===== config.mk =====
export PLATFORM = sky130hd
export DESIGN_NAME = query_string_key_value_parser
export DESIGN_NICKNAME = d
export VERILOG_FILES = /design/src/rtl/qskv_pkg.sv /design/src/rtl/qskv_front.sv /design/src/rtl/qskv_cmd_q.sv /design/src/rtl/qskv_back.sv /design/src/rtl/query_string_key_value_parser.sv
export SDC_FILE = /design/constraint.sdc
export NUM_CORES = 1
export LEC_CHECK = 0
export ABC_AREA = 1
export BUFFER_PORTS_ARGS = -buffer_cell sky130_fd_sc_hd__buf_2
export CORE_MARGIN = 2
export CORE_UTILIZATION = 67
export DETAILED_ROUTE_END_ITERATION = 16
export HOLD_SLACK_MARGIN = 0.02
export PLACE_DENSITY_LB_ADDON = 0.1
export RECOVER_POWER = 100
export SLEW_MARGIN = 0
export SYNTH_ARGS = -nofsm -noshare
export SYNTH_HDL_FRONTEND = slang
export SYNTH_SLANG_ARGS = --single-unit
export TNS_END_PERCENT = 10

===== constraint.sdc =====
create_clock -name clk -period 14.7 [get_ports clk]
set_clock_uncertainty 0.1 [all_clocks]
set_input_delay 0.735 -clock clk [delete_from_list [all_inputs] [get_ports clk]]
set_output_delay 0.735 -clock clk [all_outputs]
set_load 0.05 [all_outputs]

===== src/rtl/qskv_pkg.sv =====
// Shared types and constants for the query string key/value parser.
// No dependencies; every other file of the block refers to this package.
package qskv_pkg;

  localparam int WS_DEPTH = 16;
  localparam int WS_IDX_W = (WS_DEPTH > 1) ? $clog2(WS_DEPTH) : 1;
  localparam int WS_CNT_W = $clog2(WS_DEPTH + 1);
  localparam int SEQ_W    = $clog2(WS_DEPTH + 4);
  localparam int CQ_DEPTH = 4;
  localparam int CQ_PTR_W = $clog2(CQ_DEPTH);
  localparam int CQ_CNT_W = $clog2(CQ_DEPTH + 1);

  localparam logic [7:0] CH_SPACE = 8'h20;
  localparam logic [7:0] CH_TAB   = 8'h09;

  typedef enum logic [1:0] {
    CFG_PAIR_SEP  = 2'd0,
    CFG_KEY_SEP   = 2'd1,
    CFG_UNESC_EN  = 2'd2,
    CFG_TRIM_EN   = 2'd3
  } cfg_idx_t;

  typedef enum logic [2:0] {
    KIND_KEY_CHAR   = 3'd0,
    KIND_VALUE_CHAR = 3'd1,
    KIND_KEY_END    = 3'd2,
    KIND_VALUE_END  = 3'd3,
    KIND_ERROR      = 3'd4
  } kind_t;

  typedef struct packed {
    logic [7:0] in_byte;
    logic       in_last;
  } in_item_t;

  typedef struct packed {
    kind_t      kind;
    logic [7:0] out_byte;
    logic       run_last;
    logic       string_done;
  } out_item_t;

  typedef struct packed {
    logic                ws_wr;
    logic                ws_tab;
    logic [WS_IDX_W-1:0] ws_idx;
    logic [WS_CNT_W-1:0] flush_cnt;
    logic                char_en;
    logic                char_val;
    logic [7:0]          char_byte;
    logic [1:0]          mark_cnt;
    kind_t               mark0;
    kind_t               mark1;
    logic                done;
  } cmd_t;

endpackage


===== src/rtl/qskv_front.sv =====
// Front end: configuration registers, per-byte parse state and command build.
// Depends on qskv_pkg.
module qskv_front (
  input  logic                clk,
  input  logic                rst_n,
  input  logic                cfg_we,
  input  logic [1:0]          cfg_idx,
  input  logic [7:0]          cfg_wdata,
  input  logic                in_push,
  input  qskv_pkg::in_item_t  in_data,
  input  logic                q_full,
  output logic                q_push,
  output qskv_pkg::cmd_t      q_cmd
);

  localparam logic [1:0] ESC_NONE = 2'd0;
  localparam logic [1:0] ESC_HIGH = 2'd1;
  localparam logic [1:0] ESC_LOW  = 2'd2;
  localparam logic [7:0] CH_PCT   = 8'h25;

  logic [7:0] pair_sep_r;
  logic [7:0] key_sep_r;
  logic       unesc_en_r;
  logic       trim_en_r;

  logic                          value_mode_r, value_mode_nxt;
  logic                          at_start_r, at_start_nxt;
  logic [1:0]                    esc_r, esc_nxt;
  logic [3:0]                    hi_nib_r, hi_nib_nxt;
  logic [qskv_pkg::WS_CNT_W-1:0] ws_cnt_r, ws_cnt_nxt;
  logic                          err_r, err_nxt;

  logic           accept;
  logic [7:0]     b;
  logic           last;
  logic [4:0]     hexd;
  logic           do_fc;
  logic           fc_val;
  logic [7:0]     fc_byte;
  logic           vend_if_last;
  logic           fc_fail;
  logic           fc_ws;
  logic           fail_any;
  qskv_pkg::cmd_t cmd;

  function automatic logic [4:0] hex_dec(input logic [7:0] c);
    logic [4:0] r;
    r = 5'h0;
    if (c >= 8'h30 && c <= 8'h39) begin
      r = {1'b1, 4'(c - 8'h30)};
    end else if (c >= 8'h61 && c <= 8'h66) begin
      r = {1'b1, 4'(c - 8'h57)};
    end else if (c >= 8'h41 && c <= 8'h46) begin
      r = {1'b1, 4'(c - 8'h37)};
    end
    return r;
  endfunction

  assign accept = in_push && !q_full;
  assign b      = in_data.in_byte;
  assign last   = in_data.in_last;
  assign hexd   = hex_dec(b);
  assign fc_ws  = (fc_byte == qskv_pkg::CH_SPACE) || (fc_byte == qskv_pkg::CH_TAB);

  always_comb begin
    cmd            = '0;
    cmd.mark0      = qskv_pkg::KIND_ERROR;
    cmd.mark1      = qskv_pkg::KIND_ERROR;
    value_mode_nxt = value_mode_r;
    at_start_nxt   = at_start_r;
    esc_nxt        = esc_r;
    hi_nib_nxt     = hi_nib_r;
    ws_cnt_nxt     = ws_cnt_r;
    err_nxt        = err_r;
    do_fc          = 1'b0;
    fc_val         = 1'b0;
    fc_byte        = b;
    vend_if_last   = 1'b0;
    fc_fail        = 1'b0;
    fail_any       = 1'b0;

    priority if (err_r) begin
    end else if (!value_mode_r) begin
      if (b == key_sep_r) begin
        cmd.mark0      = qskv_pkg::KIND_KEY_END;
        value_mode_nxt = 1'b1;
        at_start_nxt   = 1'b1;
        ws_cnt_nxt     = '0;
        if (last) begin
          cmd.mark1    = qskv_pkg::KIND_VALUE_END;
          cmd.mark_cnt = 2'd2;
        end else begin
          cmd.mark_cnt = 2'd1;
        end
      end else if (last) begin
        fail_any = 1'b1;
      end else begin
        do_fc = 1'b1;
      end
    end else if (b == pair_sep_r) begin
      if (esc_r != ESC_NONE) begin
        fail_any = 1'b1;
      end else begin
        cmd.mark0 = qskv_pkg::KIND_VALUE_END;
        if (last) begin
          cmd.mark_cnt = 2'd2;
          err_nxt      = 1'b1;
        end else begin
          cmd.mark_cnt   = 2'd1;
          value_mode_nxt = 1'b0;
          at_start_nxt   = 1'b1;
          ws_cnt_nxt     = '0;
        end
      end
    end else if (esc_r == ESC_HIGH) begin
      if (!hexd[4]) begin
        fail_any = 1'b1;
      end else begin
        hi_nib_nxt = hexd[3:0];
        esc_nxt    = ESC_LOW;
        if (last) fail_any = 1'b1;
      end
    end else if (esc_r == ESC_LOW) begin
      if (!hexd[4]) begin
        fail_any = 1'b1;
      end else begin
        esc_nxt      = ESC_NONE;
        do_fc        = 1'b1;
        fc_val       = 1'b1;
        fc_byte      = {hi_nib_r, hexd[3:0]};
        vend_if_last = 1'b1;
      end
    end else if (b == CH_PCT && unesc_en_r) begin
      esc_nxt = ESC_HIGH;
      if (last) fail_any = 1'b1;
    end else begin
      do_fc        = 1'b1;
      fc_val       = 1'b1;
      vend_if_last = 1'b1;
    end

    if (do_fc) begin
      if (trim_en_r && fc_ws) begin
        if (!at_start_r) begin
          if (ws_cnt_r >= qskv_pkg::WS_CNT_W'(qskv_pkg::WS_DEPTH)) begin
            fc_fail = 1'b1;
          end else begin
            cmd.ws_wr  = !last;
            cmd.ws_tab = (fc_byte == qskv_pkg::CH_TAB);
            cmd.ws_idx = ws_cnt_r[qskv_pkg::WS_IDX_W-1:0];
            ws_cnt_nxt = ws_cnt_r + 1'b1;
          end
        end
      end else begin
        cmd.flush_cnt = ws_cnt_r;
        cmd.char_en   = 1'b1;
        cmd.char_val  = fc_val;
        cmd.char_byte = fc_byte;
        ws_cnt_nxt    = '0;
        at_start_nxt  = 1'b0;
      end
    end

    if (fail_any || fc_fail) begin
      cmd.mark0    = qskv_pkg::KIND_ERROR;
      cmd.mark_cnt = 2'd1;
      err_nxt      = 1'b1;
    end else if (vend_if_last && last) begin
      cmd.mark0    = qskv_pkg::KIND_VALUE_END;
      cmd.mark_cnt = 2'd1;
    end

    cmd.done = err_nxt || last;

    if (last) begin
      value_mode_nxt = 1'b0;
      esc_nxt        = ESC_NONE;
      hi_nib_nxt     = '0;
      err_nxt        = 1'b0;
      at_start_nxt   = 1'b1;
      ws_cnt_nxt     = '0;
    end
  end

  assign q_cmd  = cmd;
  assign q_push = accept && !err_r && (cmd.ws_wr || cmd.char_en || (cmd.mark_cnt != 2'd0));

  always_ff @(posedge clk) begin
    if (!rst_n) begin
      pair_sep_r <= 8'd38;
      key_sep_r  <= 8'd61;
      unesc_en_r <= 1'b1;
      trim_en_r  <= 1'b0;
    end else if (cfg_we) begin
      unique case (qskv_pkg::cfg_idx_t'(cfg_idx))
        qskv_pkg::CFG_PAIR_SEP: pair_sep_r <= cfg_wdata;
        qskv_pkg::CFG_KEY_SEP:  key_sep_r  <= cfg_wdata;
        qskv_pkg::CFG_UNESC_EN: unesc_en_r <= cfg_wdata[0];
        qskv_pkg::CFG_TRIM_EN:  trim_en_r  <= cfg_wdata[0];
        default: ;
      endcase
    end
  end

  always_ff @(posedge clk) begin
    if (!rst_n) begin
      value_mode_r <= 1'b0;
      at_start_r   <= 1'b1;
      esc_r        <= ESC_NONE;
      hi_nib_r     <= '0;
      ws_cnt_r     <= '0;
      err_r        <= 1'b0;
    end else if (accept) begin
      value_mode_r <= value_mode_nxt;
      at_start_r   <= at_start_nxt;
      esc_r        <= esc_nxt;
      hi_nib_r     <= hi_nib_nxt;
      ws_cnt_r     <= ws_cnt_nxt;
      err_r        <= err_nxt;
    end
  end

  a_no_cmd_after_error: assert property (@(posedge clk) disable iff (!rst_n)
    (accept && err_r) |-> !q_push)
    else $error("command issued while dropping the rest of a string");

  a_ws_cnt_bound: assert property (@(posedge clk) disable iff (!rst_n)
    ws_cnt_r <= qskv_pkg::WS_CNT_W'(qskv_pkg::WS_DEPTH))
    else $error("held whitespace count beyond buffer depth");

  a_last_rearms: assert property (@(posedge clk) disable iff (!rst_n)
    (accept && last) |=> (!err_r && !value_mode_r && esc_r == ESC_NONE && ws_cnt_r == '0))
    else $error("parser not re-armed after final byte");

endmodule


===== src/rtl/qskv_cmd_q.sv =====
// Short command queue between front end and result sequencer.
// Depends on qskv_pkg.
module qskv_cmd_q (
  input  logic           clk,
  input  logic           rst_n,
  input  logic           push,
  input  qskv_pkg::cmd_t din,
  output logic           full,
  input  logic           pop,
  output qskv_pkg::cmd_t dout,
  output logic           empty
);

  qskv_pkg::cmd_t                mem_r [qskv_pkg::CQ_DEPTH];
  logic [qskv_pkg::CQ_PTR_W-1:0] wr_ptr_r, rd_ptr_r;
  logic [qskv_pkg::CQ_CNT_W-1:0] cnt_r;
  logic                          do_wr, do_rd;

  assign full  = (cnt_r == qskv_pkg::CQ_CNT_W'(qskv_pkg::CQ_DEPTH));
  assign empty = (cnt_r == '0);
  assign do_wr = push && !full;
  assign do_rd = pop && !empty;
  assign dout  = mem_r[rd_ptr_r];

  always_ff @(posedge clk) begin
    if (do_wr) mem_r[wr_ptr_r] <= din;
  end

  always_ff @(posedge clk) begin
    if (!rst_n) begin
      wr_ptr_r <= '0;
      rd_ptr_r <= '0;
      cnt_r    <= '0;
    end else begin
      if (do_wr) begin
        wr_ptr_r <= (wr_ptr_r == qskv_pkg::CQ_PTR_W'(qskv_pkg::CQ_DEPTH - 1)) ? '0
                    : wr_ptr_r + 1'b1;
      end
      if (do_rd) begin
        rd_ptr_r <= (rd_ptr_r == qskv_pkg::CQ_PTR_W'(qskv_pkg::CQ_DEPTH - 1)) ? '0
                    : rd_ptr_r + 1'b1;
      end
      unique case ({do_wr, do_rd})
        2'b10:   cnt_r <= cnt_r + 1'b1;
        2'b01:   cnt_r <= cnt_r - 1'b1;
        default: cnt_r <= cnt_r;
      endcase
    end
  end

endmodule


===== src/rtl/qskv_back.sv =====
// Result sequencer: held-whitespace buffer, per-command result walk, output register.
// Depends on qskv_pkg.
module qskv_back (
  input  logic                clk,
  input  logic                rst_n,
  input  qskv_pkg::cmd_t      q_cmd,
  input  logic                q_empty,
  output logic                q_pop,
  output logic                out_empty,
  input  logic                out_pop,
  output qskv_pkg::out_item_t out_data
);

  logic                          ws_kind_r [qskv_pkg::WS_DEPTH];
  logic [qskv_pkg::SEQ_W-1:0]    pos_r, pos_nxt;
  logic                          out_valid_r, out_valid_nxt;
  qskv_pkg::out_item_t           out_data_r, res;

  logic                       head_valid;
  logic                       ws_we;
  logic                       pop_ok;
  logic                       load;
  logic                       last_one;
  logic [qskv_pkg::SEQ_W-1:0] total;
  logic [qskv_pkg::SEQ_W-1:0] flush_end;
  qskv_pkg::kind_t            char_kind;

  assign head_valid = !q_empty;
  assign ws_we      = head_valid && q_cmd.ws_wr;
  assign pop_ok     = out_pop && out_valid_r;
  assign load       = head_valid && !q_cmd.ws_wr && (!out_valid_r || pop_ok);
  assign flush_end  = qskv_pkg::SEQ_W'(q_cmd.flush_cnt);
  assign total      = flush_end + qskv_pkg::SEQ_W'(q_cmd.char_en)
                      + qskv_pkg::SEQ_W'(q_cmd.mark_cnt);
  assign last_one   = (pos_r == total - 1'b1);
  assign char_kind  = q_cmd.char_val ? qskv_pkg::KIND_VALUE_CHAR : qskv_pkg::KIND_KEY_CHAR;

  always_comb begin
    res          = '0;
    res.kind     = qskv_pkg::KIND_ERROR;
    priority if (pos_r < flush_end) begin
      res.kind     = char_kind;
      res.out_byte = ws_kind_r[pos_r[qskv_pkg::WS_IDX_W-1:0]] ? qskv_pkg::CH_TAB
                     : qskv_pkg::CH_SPACE;
    end else if (pos_r == flush_end && q_cmd.char_en) begin
      res.kind     = char_kind;
      res.out_byte = q_cmd.char_byte;
    end else if (pos_r == flush_end + qskv_pkg::SEQ_W'(q_cmd.char_en)) begin
      res.kind = q_cmd.mark0;
    end else begin
      res.kind = q_cmd.mark1;
    end
    res.run_last    = last_one;
    res.string_done = last_one && q_cmd.done;
  end

  always_comb begin
    pos_nxt = pos_r;
    if (load) pos_nxt = last_one ? '0 : pos_r + 1'b1;
  end

  assign out_valid_nxt = load ? 1'b1 : (pop_ok ? 1'b0 : out_valid_r);
  assign q_pop         = ws_we || (load && last_one);
  assign out_empty     = !out_valid_r;
  assign out_data      = out_data_r;

  always_ff @(posedge clk) begin
    if (ws_we) ws_kind_r[q_cmd.ws_idx] <= q_cmd.ws_tab;
    if (load)  out_data_r <= res;
  end

  always_ff @(posedge clk) begin
    if (!rst_n) begin
      pos_r       <= '0;
      out_valid_r <= 1'b0;
    end else begin
      pos_r       <= pos_nxt;
      out_valid_r <= out_valid_nxt;
    end
  end

  a_cmd_nonempty: assert property (@(posedge clk) disable iff (!rst_n)
    (head_valid && !q_cmd.ws_wr) |-> (total != '0))
    else $error("queued command carries no results");

  a_pos_in_range: assert property (@(posedge clk) disable iff (!rst_n)
    (head_valid && !q_cmd.ws_wr) |-> (pos_r < total))
    else $error("result position past end of command");

endmodule


===== src/rtl/query_string_key_value_parser.sv =====
// Top level of the query string key/value parser.
// Depends on qskv_pkg, qskv_front, qskv_cmd_q and qskv_back.
//
// Bytes of a query string go in one per cycle while in_full is low; a four-entry
// command queue separates the byte classifier from the result sequencer, which
// emits one result per cycle into a single output register unless the output
// stalls. A byte that causes k results holds the sequencer until all k are out
// (k is at most 18, reached when the final character of a string releases
// sixteen held whitespace characters and closes the value), a held whitespace
// byte yields no result and bytes dropped after an error are not queued, so the
// sustained byte rate is one per cycle except across multi-result bursts and
// output stalls. Each byte's command is registered in the queue and its results
// in the output register. No clearing pass follows reset; bytes go in at once.
module query_string_key_value_parser (
  input  logic                clk,
  input  logic                rst_n,
  input  logic                cfg_we,
  input  logic [1:0]          cfg_idx,
  input  logic [7:0]          cfg_wdata,
  input  logic                in_push,
  output logic                in_full,
  input  qskv_pkg::in_item_t  in_data,
  output logic                out_empty,
  input  logic                out_pop,
  output qskv_pkg::out_item_t out_data
);

  logic           q_push, q_full, q_pop, q_empty;
  qskv_pkg::cmd_t q_din, q_dout;

  assign in_full = q_full;

  qskv_front u_front (
    .clk       (clk),
    .rst_n     (rst_n),
    .cfg_we    (cfg_we),
    .cfg_idx   (cfg_idx),
    .cfg_wdata (cfg_wdata),
    .in_push   (in_push),
    .in_data   (in_data),
    .q_full    (q_full),
    .q_push    (q_push),
    .q_cmd     (q_din)
  );

  qskv_cmd_q u_cmd_q (
    .clk   (clk),
    .rst_n (rst_n),
    .push  (q_push),
    .din   (q_din),
    .full  (q_full),
    .pop   (q_pop),
    .dout  (q_dout),
    .empty (q_empty)
  );

  qskv_back u_back (
    .clk       (clk),
    .rst_n     (rst_n),
    .q_cmd     (q_dout),
    .q_empty   (q_empty),
    .q_pop     (q_pop),
    .out_empty (out_empty),
    .out_pop   (out_pop),
    .out_data  (out_data)
  );

endmodule

### Word-level counts from Yosys, hierarchy flattened

Memory sizes are Yosys's and may differ from the RTL's. A register that Yosys moved wholly into a read port is not among the register bits.
Cells that the tools add are included.

* $add $sub $neg: 12
* order comparisons: 8
* eq/ne operators: 22
* multiplexer cells: 114
* reductions and logical operators: 48

Operator list (count)
* 5-bit two-way mux: 19
* 8-bit two-way mux: 9
* 1-bit two-way mux: 52
* 4-bit two-way mux: 8
* 2-bit two-way mux: 14
* 6-bit two-way mux: 4
* 21-bit two-way mux: 1
* 1-bit logical AND: 18
* 8-bit by 6-bit equality test with 1-bit output (second input constant): 2
* 8-bit equality test: 2
* 8-bit by 7-bit greater-or-equal comparator with 1-bit output (second input constant): 2
* 8-bit by 7-bit less-or-equal comparator with 1-bit output (second input constant): 2
* 5-bit equality test: 3
* 15-bit two-way mux: 1
* 2-bit nonzero test: 7
* 2-bit equality test (second input constant): 6
* 3-bit two-way mux: 4
* 11-bit two-way mux: 1
* 5-bit by 1-bit adder with 5-bit output (second input constant): 2
* 2-bit AND reduction: 5
* 8-bit by 4-bit equality test with 1-bit output (second input constant): 1
* 8-bit by 6-bit greater-or-equal comparator with 1-bit output (second input constant): 1
* 8-bit by 6-bit less-or-equal comparator with 1-bit output (second input constant): 1
* 4-bit by 3-bit subtractor with 4-bit output (second input constant): 2
* other kinds (21): 37

* register bits: 58
* RAM bits: 136
* output and inout bits: 15
* word-level logic and storage cells: 225
* memories: 2

Memories
* u_cmd_q.mem_r: words 4, bits a word 30, rd ports 1, clocked after memory_dff 1, wr ports 1, line qskv_cmd_q.sv:14 `qskv_pkg::cmd_t mem_r [qskv_pkg::CQ_DEPTH];`
* u_back.ws_kind_r: words 16, bits a word 1, rd ports 1, clocked after memory_dff 1, wr ports 1, line qskv_back.sv:14 `logic ws_kind_r [qskv_pkg::WS_DEPTH];`

### Depth between registers and ports, before layout

Gate-level depths: netlist of run 1.

* depth after elaboration: 24
* mapped depth: 28

### By module

Synthesis of run 1 repeated with hierarchy kept, for this count alone.

* cell total of the unflattened synthesis: 1066
* area, all modules: 9898.2 sq um

By module, submodules not included
* qskv_cmd_q: times used 1, cells an instance 361, area each 5011.1 sq um, sequential area each 3783.6 sq um
* qskv_front: times used 1, cells an instance 443, area each 2698.8 sq um, sequential area each 640.6 sq um
* qskv_back: times used 1, cells an instance 262, area each 2188.3 sq um, sequential area each 1071.0 sq um

### Least setup slack after synthesis of run 1

OpenSTA, ideal clock, no wires.

* path kind: register -> register
* start point: register with a tool-made name
* end point: register u_cmd_q.cnt_r[2] (netlist bit)
* arrival: 4.764 ns
* setup slack: 9.713 ns
* stages on the path, launching flop included: 25
* clock period less this slack: 4.987 ns
* path through: dfxtp_1 buf_2 clkbuf_1 clkbuf_1 buf_1 o21ai_0 o22ai_1 ha_1 ha_1 inv_1 ha_1 inv_1 ha_1 fa_1 xor2_1 nor4_1 nand3_1 nand2_1 ha_1 inv_1 fa_1 a21oi_1 o21ai_0 o21ai_0 a21oi_1

RTL lines
* end signal: assignment: line qskv_cmd_q.sv:44 `2'b10: cnt_r <= cnt_r + 1'b1;`
* end signal: assignment: line qskv_cmd_q.sv:45 `2'b01: cnt_r <= cnt_r - 1'b1;`
* end signal: assignment: line qskv_cmd_q.sv:46 `default: cnt_r <= cnt_r;`
* end: declaration: line qskv_cmd_q.sv:16 `logic [qskv_pkg::CQ_CNT_W-1:0] cnt_r;`

==> results of run 1 <==
## power by group
part           total [uW]  internal, uW  switching [uW]
Sequential            699           671            27.6
Clock                 481           284             198
Combinational         610           193             417
Total                1790          1150             642
## worst max-delay path, stage by stage (launching register included)
cell	delay [ns]
dfxtp_2	0.31
clkbuf_1	1.83
inv_1	0.58
clkbuf_1	0.89
nand2_1	0.27
nand3_1	0.09
nand2_1	0.11
inv_1	0.08
ha_1	0.27
inv_1	0.05
ha_1	0.26
inv_1	0.04
ha_1	0.23
fa_1	0.39
xnor2_1	0.15
xor2_1	0.14
nor4_1	0.27
nand3_1	0.26
nand2_1	0.24
ha_1	0.17
inv_1	0.06
fa_1	0.37
a21oi_1	0.14
o21ai_0	0.11
o21ai_0	0.16
a21oi_1	0.06
## path summary, 6_finish.rpt
check | start | end | slack [ns] | cells past startpoint
setup / recovery | flip-flop | u_cmd_q.cnt_r[2] | 6.90 | 25
hold / removal | u_front.ws_cnt_r[2] | u_front.ws_cnt_r[2] | 0.37 | 2
setup reg to reg | flip-flop | u_cmd_q.cnt_r[2] | 6.90 | 25
hold reg to reg | u_front.ws_cnt_r[2] | u_front.ws_cnt_r[2] | 0.37 | 2
## state kept, by name (all words and copies together), names as in the netlist, 2 cells and up, named ones only
signal / cells
u_cmd_q.cnt_r: 3
u_front.pair_sep_r: 8
u_front.esc_r: 2
u_front.key_sep_r: 8
u_back.out_data: 13
u_front.ws_cnt_r: 5
u_cmd_q.mem_r: 116
u_cmd_q.wr_ptr_r: 2
u_front.hi_nib_r: 4
u_cmd_q.rd_ptr_r: 2
u_back.ws_kind_r: 16
u_back.pos_r: 5
## routing by layer
metal | part of all wire | wire length, um | vias to the layer above
met5 | 0 | 0 | -
met4 | 0.017 | 334 | 0
met3 | 0.058 | 1180 | 27
met2 | 0.49 | 9800 | 225
met1 | 0.44 | 8810 | 3308
li1 | - | - | 3473
## per-stage QoR
stage,total power (uW),hold WS [ns],utilization,cell area [um2],cells
2_1_floorplan,1170,0.335,-,9550,1009
3_3_place_gp,1290,0.354,0.712,9880,1208
3_5_place_dp,1310,0.361,0.712,9880,1208
4_1_cts,1800,0.373,0.755,10500,1239
5_1_grt,1900,0.387,0.748,10400,1239
6_report,1790,0.370,0.748,10400,1239
## logic make-up after synthesis
logic type	Yosys count	share of synthesized area
buffers and inverters	150	0.0663
flip-flops	196	0.563
adder cells (fa/ha/maj)	30	0.0409
AND/OR/NAND/NOR	435	0.202
multiplexers	4	0.00419
AO/OA/AOI/OAI	170	0.102
XOR/XNOR	24	0.0220
## cell type report
type / instances / area share
flip-flops and latches: 196 / 0.518
multi-input cells: 663 / 0.336
inverters: 121 / 0.0439
clock buffers: 18 / 0.0414
well taps: 180 / 0.0217
repair buffers: 48 / 0.0212
clock inverters: 13 / 0.0174
## placed cells by master, fill, tap and decap left out, types with 20 or more instances in the layout
cell	instances
nand3_1	51
dfxtp_1	50
nand2_1	208
edfxtp_1	145
clkbuf_1	25
o21ai_0	65
ha_1	28
a21oi_1	64
buf_2	20
inv_1	112
nor2_1	124
==> metrics.md, run 1 <==
| Metric | Value |
|---|---|
| Sequential fraction of the synthesis area | 0.563 |
| Wire per inst | 16.2 um |
| Final antenna-violating net count | 0 |
| Total CTS buffers | 17 |
| Vias per cell | 5.68 |
| Syn Std Cell Area | 0.00955 mm2 |
| Clock slew at reported path FFs | 0.06 ns |
| Total gr overflow | 0 |
| Initial antenna violation count | 0 |
| Critical Path RT | 14.92 ns |
| Hold buffer count at CTS | 0 |
| Static leakage | 0.00413 uW |
| Fin. Hold Viols | 0 |
| Core area | 0.0139 mm2 |
| Global route hottest layer | met2 |
| Final slew viol count | 231 |
| Die area | 0.0152 mm2 |
| H-tree depth | 4 |
| Worst-path fanout max | 61 |
| CTS tree | yes |
| CP arrival | 8.02 ns |
| Core Rows | 43 |
| Final WS setup | 6.90 ns |
| Main area contributors after synthesis | edfxtp_1 46%, dfxtp_1 11%, nand2_1 8.0% |
| Power per cell area | 173 mW/mm2 |
| Number of diodes | 0 |
| Via count | 7033 |
| Setup Total Neg Slack | 0 ns |
| Achievable frequency | 128 MHz |
| Ys flop type | edfxtp_1 |
| Failing checks | capacitance limit, slew limit |
| Die Y | 123 um |
| Starting Density | 0.688 |
| Final setup viols | 0 |
| Filler cell count | 989 |
| Storage cell area | 0.00538 mm2 |
| Share of Yosys cell area claimed by the top area cell type | 0.456 |
| Syn Nets | 1063 |
| Gpl congestion | 0.920 |
| Clk sinks | 196 |
| RSZ-0062 raised after global routing | false |
| Tightest slew margin relative to the limit | -0.735 |
| Nets@finish | 1101 |
| Yosys top cell by area | edfxtp_1 |
| Root Buffer Master | clkbuf_16 |
| DRT iter0 DRCs | 733 |
| Crit Path Category | reg -> reg |
| Met3 GRT Util | 0.0470 |
| Layout area overhead | 8.62% |
| Number of enable flip-flop cells after synthesis | 145 |
| Setup WS pre-CTS | 9.35 ns |
| Post-CTS Resized | 0 |
| Crit path capture type | flip-flop |
| Outcome | finished, violations left |
| Global Route Usage Sum | 0.286 |
| Tcrit/Tclk final | 0.530 |
| CP Launch Type | flip-flop |
| Clk buf depth | 2 |
| Clock Latency Late Sink | 0.44 ns |
| # Max-Cap Violations | 6 |
| Largest net degree at the start of global routing | 62 |
| Yosys Warn Count | 0 |
| I/O pin cnt | 39 |
| Multi-input gate area | 0.00349 mm2 |
| Avg Inst Size Synth | 9.47 um2 |
| Crit path time final | 7.80 ns |
| Share of cells above drive strength 1 | 0.0850 |
| DRC | 0 |
| Met1 track demand over resource | 0.385 |
| Global Route met2 Usage | 0.475 |
| Worst Max-Slew Pin Slew | 2.60 ns |
| First-pass GRT wire length | 33200 um |
| Worst-case vdd ir drop | 0.101 mV |
| Worst hold path type | reg -> reg |
| Top-count cell post-synth | nand2_1 |
| WL final | 20100 um |
| PortBufs | 38 |
| FF+latch count, synth | 196 |
| Fraction of registers with async set/reset | 0 |
| DP HPWL | 13600 um |
| Die width | 123 um |
| Vias in the first global route | 6773 |
| Synth cell types | 52 |
| Number of setup buffers added after CTS | 0 |
| First-pass iteration count of the detailed router | 7 |
| Syn Inst Count | 1009 |
| Post-synth top cells | 204 x nand2_1, 145 x edfxtp_1, 125 x nor2_1, 110 x inv_1, 65 x o21ai_0 |
Note: power is estimated with default switching activity, not from simulation.
==> inputs of run 2 (changes only) <==
Settings changed: CORE_UTILIZATION 67 to 62.
Clock period 14.7 ns to 7.67 ns, I/O delays scaled along.
==> metrics.md, run 2 (synthesized netlist as in run 1, its figures left out) <==
| Metric | Value |
|---|---|
| Max reg flops | 116 (unchanged) |
| Share of cells above drive strength 1 | 0.0877 (+0.00275) |
| Clock Latency Late Sink | 0.43 ns (about the same) |
| Finished Core Util | 0.684 (-0.0640) |
| Tightest slew margin relative to the limit | -0.297 (+0.438) |
| Clk buf depth | 2 (unchanged) |
| Worst hold path type | in -> reg |
| Largest net degree at the start of global routing | 61 (-1.6%) |
| Number of diodes | 0 (unchanged) |
| Worst Max-Slew Pin Slew | 1.95 ns (-0.657 ns) |
| CP arrival | 5.85 ns (-2.17 ns) |
| Die area | 0.0164 mm2 (+7.8%) |
| RSZ-0062 raised after global routing | false |
| Layout area overhead | 8.37% |
| Failing checks | capacitance limit, slew limit |
| Total gr overflow | 0 (unchanged) |
| Starting Density | 0.631 (-0.0575) |
| I/O pin cnt | 39 (unchanged) |
| Die width | 128 um (+3.8%) |
| PortBufs | 38 (unchanged) |
| Nets@finish | 1101 (unchanged) |
| Top reg by flops | u_cmd_q.mem_r |
| Gpl congestion | 0.899 (-2.3%) |
| Clk sinks | 196 (unchanged) |
| Total CTS buffers | 17 (unchanged) |
| Hold_ws | 0.0716 ns (-0.298 ns) |
| Outcome | finished, violations left |
| CTS tree | yes |
| First-pass iteration count of the detailed router | 8 (+1) |
| DRT iter0 DRCs | 598 (-18%) |
| Initial antenna violation count | 0 (unchanged) |
| Achievable frequency | 177 MHz (+38%) |
| Tcrit/Tclk final | 0.735 (+0.205) |
| Number of setup buffers added after CTS | 0 (unchanged) |
| WL final | 19200 um (-4.8%) |
| Worst hold endpoint | u_front.key_sep_r[5] |
| Final setup viols | 0 (unchanged) |
| Worst-path fanout max | 31 (-49%) |
| Critical Path RT | 7.88 ns (-7.04 ns) |
| Core Rows | 45 (+4.7%) |
| Filler cell count | 1205 (+22%) |
| # Max-Cap Violations | 4 (-2) |
| Crit Path Category | reg -> reg |
| Cells on Worst Hold Path | 3 (+1) |
| Crit path capture type | flip-flop |
| Setup Total Neg Slack | 0 ns (unchanged) |
| Clock slew at reported path FFs | 0.07 ns (about the same) |
| Vias per cell | 5.51 (-3.0%) |
| Static leakage | 0.00411 uW (-0.42%) |
| Core area | 0.0151 mm2 (+9.1%) |
| Power per cell area | 321 mW/mm2 (+86%) |
| Power, Total | 3320 uW (+86%) |
| Die Y | 128 um (+3.8%) |
| Root Buffer Master | clkbuf_16 |
| Fin. Hold Viols | 0 (unchanged) |
| Crit path time final | 5.64 ns (-2.16 ns) |
| Vias in the first global route | 6387 (-5.7%) |
| Placed Area | 0.00989 mm2 (+0.10%) |
| Worst-case vdd ir drop | 0.171 mV (+70%) |
| Wire per inst | 15.3 um (-5.5%) |
| Via count | 6872 (-2.3%) |
| Hold buffer count at CTS | 0 (unchanged) |
| FF-to-FF setup slack | 2.03 ns (-4.87 ns) |
| Final slew viol count | 120 (-48%) |
| Reg2Reg Capture Point | u_cmd_q.cnt_r[2] |
| First-pass GRT wire length | 31200 um (-5.9%) |
| Reg2reg path depth | 23 (-8.0%) |
| Commonest non-fill, non-tap cells in the layout | 208 x nand2_1, 145 x edfxtp_1, 126 x nor2_1 |
| H-tree depth | 4 (unchanged) |
| Most common cell after layout, fill and taps aside | nand2_1 |
| Worst Hold Launch | cfg_wdata[5] |
| Final antenna-violating net count | 0 (unchanged) |
| Global Route Usage Sum | 0.246 (-0.0409) |
| CP Launch Type | flip-flop |
| Post-CTS Resized | 0 (unchanged) |
| Cell area after layout | 0.0104 mm2 (-0.23%) |
| DRC | 0 (unchanged) |
| DP HPWL | 13400 um (-2.0%) |
## run 2: cell types whose count changed in the layout (fill, tap and decap cells not counted), sizes merged
| cell | before | now |
|---|---|---|
| clkbuf | 42 | 38 |
| bufinv | 4 | 1 |
| buf | 24 | 27 |
| inv | 121 | 125 |
| clkinvlp | 1 | 3 |
| clkinv | 8 | 7 |
## run 2: worst max-delay path, stage by stage, from the launching register on
cell and delay (ns):
dfxtp_1 0.31, inv_1 0.62, clkbuf_1 0.87, nand2_1 0.12, nand3_1 0.13, nand2_1 0.08, inv_1 0.08, ha_1 0.23
inv_1 0.08, ha_1 0.22, inv_1 0.05, ha_1 0.18, fa_1 0.44, xor2_1 0.15, nor4_1 0.33, nand3_1 0.22
nand2_1 0.20, ha_1 0.16, inv_1 0.06, fa_1 0.38, a21oi_1 0.14, o21ai_0 0.11, o21ai_0 0.18, a21oi_1 0.06
## run 2: final cells by class
class / instances / area, um2 / share of cell area
Tap cell: 188 / 235 / 0.0227
Sequential cell: 196 / 5380 / 0.519
Inverter: 121 / 455 / 0.0440
Timing Repair Buffer: 48 / 226 / 0.0219
Multi-Input combinational cell: 663 / 3490 / 0.337
Clock inverter: 15 / 144 / 0.0139
Clock buffer: 17 / 425 / 0.0411
## run 2: how the worst max path moves through the flow
stage	startpoint	slack (ns)	end	cells after the start
floorplan	flip-flop	2.68	u_cmd_q.cnt_r[2]	24
global route	flip-flop	1.42	u_cmd_q.cnt_r[2]	23
CTS	flip-flop	2.37	u_cmd_q.cnt_r[2]	22
detailed placement	flip-flop	2.42	u_cmd_q.cnt_r[2]	22
global placement	flip-flop	2.57	u_cmd_q.cnt_r[2]	23
finish	flip-flop	2.03	u_cmd_q.cnt_r[2]	23
## run 2: through the flow
stage | worst slack, ns | std cells
floorplan | 2.68 | 1009
detailed placement | 2.42 | 1216
CTS | 2.37 | 1248
global route | 1.42 | 1248
global placement | 2.57 | 1216
finish | 2.03 | 1248
## run 2: routing by layer
metal,routed length (um),track usage
met1,8800,0.345
met2,8990,0.395
met3,1110,0.0476
met4,260,0.0672
met5,0,0
## run 2: report_power, final
part	switching, uW	internal [uW]	total [uW]
Combinational	769	363	1130
Clock	398	456	853
Sequential	51.7	1290	1340
